`src/rtl/core/text_terminal_grid_engine_unit_assert.svh`:
```
// ----------------------------------------------------------------------------
// Text terminal grid engine assertion macros
// Shared property forms for the checks at the end of the top level.
// ----------------------------------------------------------------------------
`ifndef TEXT_TERMINAL_GRID_ENGINE_UNIT_ASSERT_SVH
`define TEXT_TERMINAL_GRID_ENGINE_UNIT_ASSERT_SVH

// same-cycle implication, checked outside reset
`define TTGE_ASSERT_NOW(label, ante, cons, msg) \
   label: assert property (@(posedge clock) disable iff (reset) (ante) |-> (cons)) \
      else $error(msg);

// next-cycle implication, checked outside reset
`define TTGE_ASSERT_NEXT(label, ante, cons, msg) \
   label: assert property (@(posedge clock) disable iff (reset) (ante) |=> (cons)) \
      else $error(msg);

`endif

```
`src/rtl/core/ttge_pkg.sv`:
```
// ----------------------------------------------------------------------------
// ttge_pkg
// Types, byte codes and defaults shared by the terminal grid engine modules.
// ----------------------------------------------------------------------------
package ttge_pkg;

   // default grid size
   localparam int unsigned DEF_COLUMNS = 80;
   localparam int unsigned DEF_ROWS    = 24;

   // terminal byte codes
   localparam logic [7:0] CHAR_BS       = 8'h08;
   localparam logic [7:0] CHAR_TAB      = 8'h09;
   localparam logic [7:0] CHAR_LF       = 8'h0A;
   localparam logic [7:0] CHAR_CR       = 8'h0D;
   localparam logic [7:0] CHAR_ESC      = 8'h1B;
   localparam logic [7:0] CHAR_LBRACKET = 8'h5B;
   localparam logic [7:0] CHAR_DEL      = 8'h7F;
   localparam logic [7:0] PRINT_LO      = 8'h20;
   localparam logic [7:0] PRINT_HI      = 8'h7E;
   localparam logic [7:0] CSI_FINAL_LO  = 8'h40;
   localparam logic [7:0] CSI_FINAL_HI  = 8'h7E;
   localparam logic [6:0] CELL_BLANK    = 7'h20;

   // escape parser phase
   typedef enum logic [1:0] {
      PHASE_NORMAL = 2'd0,
      PHASE_ESC    = 2'd1,
      PHASE_CSI    = 2'd2
   } phase_type;

   // class of a byte seen in the normal phase
   typedef enum logic [2:0] {
      BCLS_OTHER,
      BCLS_ESC,
      BCLS_LF,
      BCLS_CR,
      BCLS_ERASE,
      BCLS_TAB,
      BCLS_PRINT
   } bcls_type;

   // datapath commands
   typedef enum logic [3:0] {
      CMD_NONE,
      CMD_LATCH,
      CMD_CLEAR_STEP,
      CMD_ESCAPE,
      CMD_NEWLINE,
      CMD_RETURN,
      CMD_ERASE,
      CMD_TAB_START,
      CMD_TAB_STEP,
      CMD_SCROLL_STEP,
      CMD_PUT,
      CMD_RESPOND
   } cmd_type;

   // datapath status toward the controller
   typedef struct packed {
      logic      is_read;
      phase_type phase;
      bcls_type  bcls;
      logic      col_zero;
      logic      col_pending;
      logic      line_last;
      logic      tab_done;
      logic      scroll_last;
      logic      clear_last;
   } status_type;

endpackage

```
`src/rtl/core/ttge_ctrl.sv`:
```
// ----------------------------------------------------------------------------
// ttge_ctrl
// Sequencer: clearing pass after reset, byte dispatch, tab and scroll loops,
// and the result strobe.
// ----------------------------------------------------------------------------
module ttge_ctrl (
   input  logic                 clock,
   input  logic                 reset,
   input  logic                 start,
   input  ttge_pkg::status_type status,
   output ttge_pkg::cmd_type    cmd,
   output logic                 busy,
   output logic                 rsp_strobe
);

   typedef enum logic [3:0] {
      ST_CLEAR,
      ST_IDLE,
      ST_DISPATCH,
      ST_TAB,
      ST_SCROLL,
      ST_PUT,
      ST_READ,
      ST_RESP
   } state_type;

   state_type state_ff, state_in;
   logic      strobe_ff, strobe_in;
   logic      put_after_ff, put_after_in;

   // next state and command
   always_comb begin
      state_in     = state_ff;
      strobe_in    = 1'b0;
      put_after_in = put_after_ff;
      cmd          = ttge_pkg::CMD_NONE;
      unique case (state_ff)
         ST_CLEAR: begin
            cmd = ttge_pkg::CMD_CLEAR_STEP;
            if (status.clear_last) begin
               state_in = ST_IDLE;
            end
         end
         ST_IDLE: begin
            if (start) begin
               cmd      = ttge_pkg::CMD_LATCH;
               state_in = ST_DISPATCH;
            end
         end
         ST_DISPATCH: begin
            if (status.is_read) begin
               state_in = ST_READ;
            end else if (status.phase != ttge_pkg::PHASE_NORMAL) begin
               cmd      = ttge_pkg::CMD_ESCAPE;
               state_in = ST_RESP;
            end else begin
               state_in = ST_RESP;
               unique case (status.bcls)
                  ttge_pkg::BCLS_ESC: cmd = ttge_pkg::CMD_ESCAPE;
                  ttge_pkg::BCLS_LF: begin
                     cmd          = ttge_pkg::CMD_NEWLINE;
                     put_after_in = 1'b0;
                     if (status.line_last) begin
                        state_in = ST_SCROLL;
                     end
                  end
                  ttge_pkg::BCLS_CR: cmd = ttge_pkg::CMD_RETURN;
                  ttge_pkg::BCLS_ERASE: begin
                     if (!status.col_zero) begin
                        cmd = ttge_pkg::CMD_ERASE;
                     end
                  end
                  ttge_pkg::BCLS_TAB: begin
                     cmd      = ttge_pkg::CMD_TAB_START;
                     state_in = ST_TAB;
                  end
                  ttge_pkg::BCLS_PRINT: begin
                     // deferred wrap first, then the write
                     if (status.col_pending) begin
                        cmd          = ttge_pkg::CMD_NEWLINE;
                        put_after_in = 1'b1;
                        state_in     = status.line_last ? ST_SCROLL : ST_PUT;
                     end else begin
                        cmd = ttge_pkg::CMD_PUT;
                     end
                  end
                  default: ;
               endcase
            end
         end
         ST_TAB: begin
            if (status.tab_done) begin
               state_in = ST_RESP;
            end else begin
               cmd = ttge_pkg::CMD_TAB_STEP;
            end
         end
         ST_SCROLL: begin
            cmd = ttge_pkg::CMD_SCROLL_STEP;
            if (status.scroll_last) begin
               state_in = put_after_ff ? ST_PUT : ST_RESP;
            end
         end
         ST_PUT: begin
            cmd      = ttge_pkg::CMD_PUT;
            state_in = ST_RESP;
         end
         ST_READ: state_in = ST_RESP;
         ST_RESP: begin
            cmd       = ttge_pkg::CMD_RESPOND;
            strobe_in = 1'b1;
            state_in  = ST_IDLE;
         end
         default: state_in = ST_IDLE;
      endcase
   end

   // state and registered outputs
   always_ff @(posedge clock) begin
      if (reset) begin
         state_ff     <= ST_CLEAR;
         strobe_ff    <= 1'b0;
         put_after_ff <= 1'b0;
      end else begin
         state_ff     <= state_in;
         strobe_ff    <= strobe_in;
         put_after_ff <= put_after_in;
      end
   end

   assign busy       = (state_ff != ST_IDLE);
   assign rsp_strobe = strobe_ff;

endmodule

```
`config.mk`:
```
export PLATFORM = sky130hd
export DESIGN_NAME = ttge_ctrl
export DESIGN_NICKNAME = d
export VERILOG_FILES = /design/src/rtl/core/text_terminal_grid_engine_unit_assert.svh /design/src/rtl/core/ttge_pkg.sv /design/src/rtl/core/ttge_ctrl.sv
export SDC_FILE = /design/constraint.sdc
export NUM_CORES = 1
export LEC_CHECK = 0
export BUFFER_PORTS_ARGS = -buffer_cell sky130_fd_sc_hd__buf_4
export CORE_AREA = 3 3 40 42
export DETAILED_ROUTE_END_ITERATION = 7
export DIE_AREA = 0 0 43 45
export GPL_TIMING_DRIVEN = 1
export SLEW_MARGIN = 15
export SYNTH_ARGS = -nofsm -noshare
export SYNTH_HDL_FRONTEND = slang
export SYNTH_SLANG_ARGS = --single-unit
export TNS_END_PERCENT = 10
```
`constraint.sdc`:
```
create_clock -name clock -period 2.65 [get_ports clock]
set_input_delay 0.53 -clock clock [delete_from_list [all_inputs] [get_ports clock]]
set_output_delay 0.53 -clock clock [all_outputs]
set_load 0.02 [all_outputs]
```
==> results of run 1 <==
-- worst min path at each step --
stage                               to  slack (ps)  cells after the start
after global routing      put_after_ff         490                      2
after CTS                 put_after_ff         490                      2
after global placement    put_after_ff         550                      3
final                     put_after_ff         500                      2
after floorplan           put_after_ff         510                      3
after detailed placement  put_after_ff         550                      3
-- sequential cells by signal, indices dropped and copies added, names as in the netlist --
signal and flops:
rsp_strobe 1, put_after_ff 1, state_ff 3
-- metal layers --
layer  part of all wire (%)  GRT usage (%)  vias to the layer above
met1                     53           19.4                      226
met5                      0              0                        -
met4                      0           5.42                        0
li1                       -              -                      271
met2                     42           17.1                       16
met3                    5.4           2.79                        0
-- final cells by class --
| class | count | area (sq um) |
|---|---|---|
| clock buffer | 4 | 26.3 |
| fill | 131 | 641 |
| inverter | 6 | 22.5 |
| multi-input combinational | 48 | 327 |
| sequential | 5 | 100 |
| tap | 15 | 18.8 |
| timing repair buffer | 20 | 150 |
-- through the flow --
stage               instance area [sq um]  hold slack [ps]  utilization [%]  instances  setup slack, ps
finish                                644              499             50.1         98              485
global route                          644              488             50.1         98              265
global placement                      618              549             48.1         94              599
detailed placement                    618              554             48.1         94              617
CTS                                   644              488             50.1         98              502
floorplan                             469              511                -         62              226
-- worst register-to-register path, cell delays in order (launching register included) --
cell,delay (ps)
dfxtp_1,430
nor3_4,280
nand2_2,110
or3b_1,420
a21oi_2,150
-- synthesized netlist by cell type (all sizes together) --
cell type  count  share of area (%)
nor2           5                4.0
nand3b         1                1.6
a31oi          1                1.3
or2            1                1.9
o2111ai        1                1.9
inv            6                4.8
a221oi         1                1.9
a2111oi        2                7.7
dfxtp          5                 21
a21o           1                1.9
o21bai         1                1.6
clkbuf         1               0.80
mux2i          1                2.1
nand2b         2                2.7
o41ai          1                1.9
buf            2                3.5
nor2b          1                1.3
o221a          1                2.4
nand3          3                3.2
o21ai          3                3.2
a31o           1                1.9
nor4           1                1.3
or3b           1                1.9
or3            1                1.3
and4b          1                2.1
a21oi         10                 11
nor3           2                4.5
nand2          5                4.5
-- logic make-up after synthesis --
group | count (synthesis)
muxes | 1
buffers and inverters | 9
and+or+nand+nor | 24
DFF | 5
AOI/OAI and AO/OA | 23
-- power by group through the flow --
| stage | Combinational, mW | Sequential, mW | Clock [mW] |
|---|---|---|---|
| final | 0.142 | 0.109 | 0.0852 |
| after global routing | 0.157 | 0.113 | 0.0951 |
| after CTS | 0.143 | 0.108 | 0.0894 |
| after detailed placement | 0.143 | 0.110 | 0 |
| after global placement | 0.142 | 0.110 | 0 |
| after floorplan | 0.108 | 0.0908 | 0 |
-- placed cells by master (no fill, tap or decap), types with 2 or more instances in the layout --
cell       n
buf_4     20
nand3_1    3
dfxtp_1    5
a21oi_1    9
nand2b_1   2
inv_1      6
nor2_1     5
nand2_1    4
clkbuf_4   3
o21ai_0    3
==> metrics.md, run 1 <==
| Metric | Value |
|---|---|
| Status | `finished, final reports clean` |
| Crit path buf inv count | `1` |
| Routed len/inst | `12.1 um` |
| All-layer global routing usage | `12.8%` |
| Leakage | `0.257 nW` |
| Crit start category | `register` |
| CP cell instances | `nor3_4 -> nand2_2 -> o41ai_1 -> buf_4` |
| Post-synthesis mux area share | `roughly 2.1%` |
| Kind of critical path | `reg -> out` |
| Vias after detailed routing | `513` |
| Tmin final | `2160 ps` |
| DIE WIDTH | `43 um` |
| Post-synthesis compound-gate area fraction | `37.1%` |
| Fmax | `462 MHz` |
| Core Area | `1280 sq um` |
| Switch Pwr | `0.126 mW` |
| Largest net degree at the start of global routing | `13` |
| Hold Crit Start | `reset` |
| CTS-repair resized insts | `0` |
| XOR/XNOR Fraction of Synth Area | `0%` |
| Seq pwr share | `32.4%` |
| Post-synthesis sequential area ratio | `21.3%` |
| Cell count after synthesis | `62` |
| Critical path's top delay family | `flip-flops` |
| Max cap viols | `0` |
| Unique cell type count in the Yosys netlist | `33` |
| Syn Area/Cell | `7.57 sq um` |
| DR iter-0 viols | `15` |
| Fin nets | `99` |
| Peak supply drop | `0.261 mV` |
| Yosys reg bits | `5` |
| Worst setup path end | `cmd[3]` |
| Hold_buf cts | `0` |
| Vias in the first global route | `441` |
| Adder-cell share of the synthesized area | `0%` |
| Comb power frac | `42.3%` |
| Slowest stage delay, CP | `roughly 430 ps` |
| Number of top-level pins | `21` |
| Synthesis-to-layout area growth | `37.3%` |
| Num CTS Buffers | `3` |
| Port bufs | `20` |
| Share of cells above drive strength 1 | `37.3%` |
| Final setup TNS | `0 ps` |
| Final setup fails | `0` |
| Post-CTS Setup Repair Bufs | `0` |
| Reg2Reg Setup Slack | `between 1000 and 1500 ps` |
| Initial Util | `36.5%` |
| Total power draw | `0.337 mW` |
| Critical Path Fanout Max | `12` |
| RSZ-0062 raised after global routing | `false` |
| Post-synthesis net count | `77` |
| Std-Cell Rows | `13` |
| Die ar. | `1940 sq um` |
| Pwr Density | `approximately 520 nW/um^2` |
| ANT cells | `0` |
| Crit path required time | `2120 ps` |
| Clock Skew | `4.34 ps` |
| YS warnings | `0` |
| Setup crit start | `state_ff[0]` |
| Arrival @ worst endpoint | `1630 ps` |
| TritonCTS sink count | `5` |
| Critical R2R Capture | `put_after_ff` |
| Synthesized cell area | `469 sq um` |
| First-pass iteration count of the detailed router | `4` |
| Worst path slowest cell | `dfxtp_1` |
| Post-route DRC | `0` |
| GRT overflow | `0` |
| CTS clk-pin slew, worst paths | `40 ps` |
| Largest family of logic cells by synthesized area | `compound AO/OA/AOI/OAI gates` |
| Clock network fraction of total power | `25.3%` |
| P_int | `0.211 mW` |
| FF-to-FF Start | `state_ff[0]` |
| Setup crit end kind | `output port` |
| Clk_lat worst skew | `240 ps` |
| Placer Congestion | `0.741` |
| CTS tree | `done` |
| Slew Limit Fails | `0` |
| Die height | `45 um` |
| Worst Reg-to-Reg Cells | `4` |
| Initial antenna violation count | `0` |
| Worst slew margin | `72.7%` |
| First-pass GRT wire length | `1.91 mm` |
| Final Cycle Share | `between 80 and 90%` |
| Sw Ratio | `between 30% and 40%` |
| Htree depth | `1` |
| Antenna viol nets, final | `0` |
| Min-delay worst type | `in -> reg` |
| Root Driver | `clkbuf_4` |
| Simple-Gate Fraction of Synth Area | `30.4%` |
| Via density | `5.23` |
| Critical Path Stages | `4` |
| Detailed placement HPWL | `933 um` |
| Pin slew with the least headroom to its limit | `400 ps` |
| Hold Vio Cnt, Final | `0` |
| WL final | `1.19 mm` |
| Clock Tree Buf Depth | `2` |
Note: power is estimated with default switching activity, not from simulation.
==> run 2: changes to the inputs <==
ABC_AREA = 1   (was default)
PLACE_DENSITY = 0.67   (was default)
clock period = 2.1 ns   (was 2.65 ns; I/O delays follow)
==> run 2 against run 1 <==
Sequential share of layout area decreased by 1.0 points. Register-to-register slack got worse by 480 ps. Sequential power increased by 72%. Die area unchanged. Total power increased by 140%. Final area increased by 8.5%. Highest routed layer is now met4. Worst hold slack got worse by 140 ps. Synthesized cell count increased by 48%. Synthesized area increased by 11%. Critical path type unchanged. Clock skew increased by 1.0 ps. Non-clock buffer count unchanged.
==> metrics.md, run 2 <==
| Metric | Value |
|---|---|
| Status | `finished, final reports clean` |
| Top reg by flops | `state_ff` |
| Clock Skew | `5.34 ps` |
| Vias in the first global route | `554` |
| Count leader, synth | `nand2_1` |
| Number of top-level pins | `21` |
| Routed len/inst | `approximately 10 um` |
| ANT cells | `0` |
| Async SR Flop Fraction | `0%` |
| Placer Congestion | `0.797` |
| Seq pwr share | `23.3%` |
| Setup crit end kind | `output port` |
| DR iter-0 viols | `8` |
| Port bufs | `20` |
| Sw Ratio | `49.7%` |
| Critical Path Fanout Max | `8` |
| Initial Util | `40.4%` |
| Switch Pwr | `0.400 mW` |
| Area leader, netlist | `dfxtp_1` |
| Crit path required time | `1680 ps` |
| Top_reg_cell synth | `dfxtp_1` |
| TritonCTS sink count | `5` |
| Initial antenna violation count | `0` |
| Yosys top cell area share | `19.3%` |
| Crit path buf inv count | `2` |
| CTS clk-pin slew, worst paths | `~50 ps` |
| Via density | `4.90` |
| Hold Vio Cnt, Final | `0` |
| Pwr Density | `roughly 1200 nW/um^2` |
| Core Area | `1280 sq um` |
| Clock network fraction of total power | `a little over an eighth` |
| Std-Cell Rows | `13` |
| WL final | `1.27 mm` |
| Max FFs per register | `3` |
| Post-synthesis net count | `~110` |
| Antenna viol nets, final | `0` |
| Unique cell type count in the Yosys netlist | `20` |
| Peak supply drop | `0.356 mV` |
| Most common cell after layout, fill and taps aside | `nand2_1` |
| GRT overflow | `0` |
| Worst slew margin | `around four fifths` |
| Synthesized cell area | `519 sq um` |
| CP cell instances | `inv_1 -> nor2_2 -> nand2_1 -> o2111ai_1 -> buf_4` |
| Worst path slowest cell | `dfxtp_1` |
| Hold_buf cts | `0` |
| Share of cells above drive strength 1 | `26.3%` |
| YS warnings | `0` |
| Setup ws final | `146 ps` |
| Vias after detailed routing | `632` |
| Largest net degree at the start of global routing | `10` |
| Clk_lat worst skew | `approximately 240 ps` |
| Leakage | `0.351 nW` |
| Fmax | `512 MHz` |
| Cell count after synthesis | `between 90 and 100` |
| DIE WIDTH | `roughly 43 um` |
| Tmin final | `just under 2000 ps` |
| First-pass GRT wire length | `2.01 mm` |
| Clock Tree Buf Depth | `2` |
| Pin slew with the least headroom to its limit | `323 ps` |
| Syn Area/Cell | `5.64 sq um` |
| All-layer global routing usage | `13.9%` |
| Die ar. | `1940 sq um` |
| Setup Slack @ Placement | `331 ps` |
| Slowest stage delay, CP | `500 ps` |
| Htree depth | `1` |
| Final setup TNS | `0 ps` |
| EDFF count, synth | `0` |
| Crit start category | `register` |
| Slew Limit Fails | `0` |
| Comb power frac | `63.0%` |
| Arrival @ worst endpoint | `1530 ps` |
| First-pass iteration count of the detailed router | `4` |
| Yosys reg bits | `5` |
| Fin nets | `130` |
| Min-delay worst type | `in -> reg` |
| Final Cycle Share | `between 90 and 100%` |
| Synth top area cells | `dfxtp_1 19%, nand2_1 17%, inv_1 10%` |
| Area post-placement | `672 sq um` |
| Die height | `45 um` |
| Most frequent cells in the layout | `23 x nand2_1, 20 x buf_4, 14 x inv_1` |
| P_int | `0.405 mW` |
| Final setup fails | `0` |
| Post-synth top cells | `23 x nand2_1, 14 x inv_1, 12 x nor2_1, 9 x nand3_1, 6 x a21oi_1` |
| CTS tree | `done` |
| Post-CTS Setup Repair Bufs | `0` |
| Fin area | `699 sq um` |
| RSZ-0062 raised after global routing | `false` |
| Post-synthesis sequential area ratio | `19.3%` |
| Max cap viols | `0` |
| Synthesis-to-layout area growth | `34.7%` |
| Detailed placement HPWL | `1.10 mm` |
| Post-route DRC | `0` |
| Critical path's top delay family | `flip-flops` |
| Num CTS Buffers | `3` |
| Kind of critical path | `reg -> out` |
| Root Driver | `clkbuf_4` |
run 2: changes by cell type after synthesis, sizes merged, moves of 2 or more:
cell	delta
nand2	+18
inv	+10
nor2	+9
nand3	+6
a21oi	-4
nand4	+4
a2111oi	-2
nand2b	-2
o21ai	+2
run 2: power by group through the flow:
| stage | clock network, mW | registers [mW] | logic (mW) |
|---|---|---|---|
| global placement | 0 | 0.186 | 0.507 |
| finish | 0.110 | 0.188 | 0.508 |
| detailed placement | 0 | 0.187 | 0.508 |
| CTS | 0.116 | 0.185 | 0.510 |
| global route | 0.126 | 0.194 | 0.556 |
| floorplan | 0 | 0.145 | 0.403 |
run 2: cell families (layout without fill, tap and decap cells):
kind of cell / Yosys count / in the layout / share of synthesized area (%)
AOI/OAI and AO/OA: 14 / 14 / 14.9
buffers and inverters: 18 / 40 / 14.7
DFF: 5 / 5 / 19.3
and+or+nand+nor: 55 / 55 / 51.1
run 2: cell type report:
| type | instances | area, sq um |
|---|---|---|
| Timing Repair Buffer | 20 | 150 |
| Tap cell | 15 | 18.8 |
| Sequential cell | 5 | 101 |
| Inverter | 16 | 60.1 |
| Multi-Input combinational cell | 69 | 343 |
| Clock buffer | 4 | 26.3 |
| Fill cell | 139 | 586 |
run 2: metal layers:
layer | vias to the layer above | global-route usage, % | routed length [um]
met3 | 4 | 4.78 | 79
met2 | 18 | 23.4 | 594
met1 | 269 | 15.4 | 561
met4 | 0 | 7.83 | 36
met5 | - | 0 | 0
li1 | 341 | - | -
run 2: worst paths after layout:
path                              startpoint           end  cells after the start  slack, ps
worst max-delay path             state_ff[0]        cmd[0]                      5        150
worst min-delay path                   reset   state_ff[1]                      2        360
worst max register to register   state_ff[2]   state_ff[0]                      6        710
worst min register to register  put_after_ff  put_after_ff                      2        470
run 2: worst register-to-register path: cells and delay by family (launching register included):
family / cells / cell delay, ps
buffers and inverters: 1 / 150
AOI/OAI and AO/OA: 2 / 210
and+or+nand+nor: 3 / 470
DFF: 1 / 500
run 2: repair_timing:
action | 4_1_cts | 5_1_grt
gates resized for setup | 0 | 1
endpoints found under the setup margin | 0 | 2
endpoints found under the hold margin | 0 | 0
run 2: per-stage QoR:
stage / hold WS, ps / utilization (%) / power [mW] / cells
global placement: 468 / 52.3 / 0.693 / 125
finish: 358 / 54.4 / 0.805 / 129
CTS: 357 / 54.3 / 0.811 / 129
detailed placement: 463 / 52.3 / 0.695 / 125
global route: 353 / 54.4 / 0.876 / 129
floorplan: 433 / - / 0.548 / 92
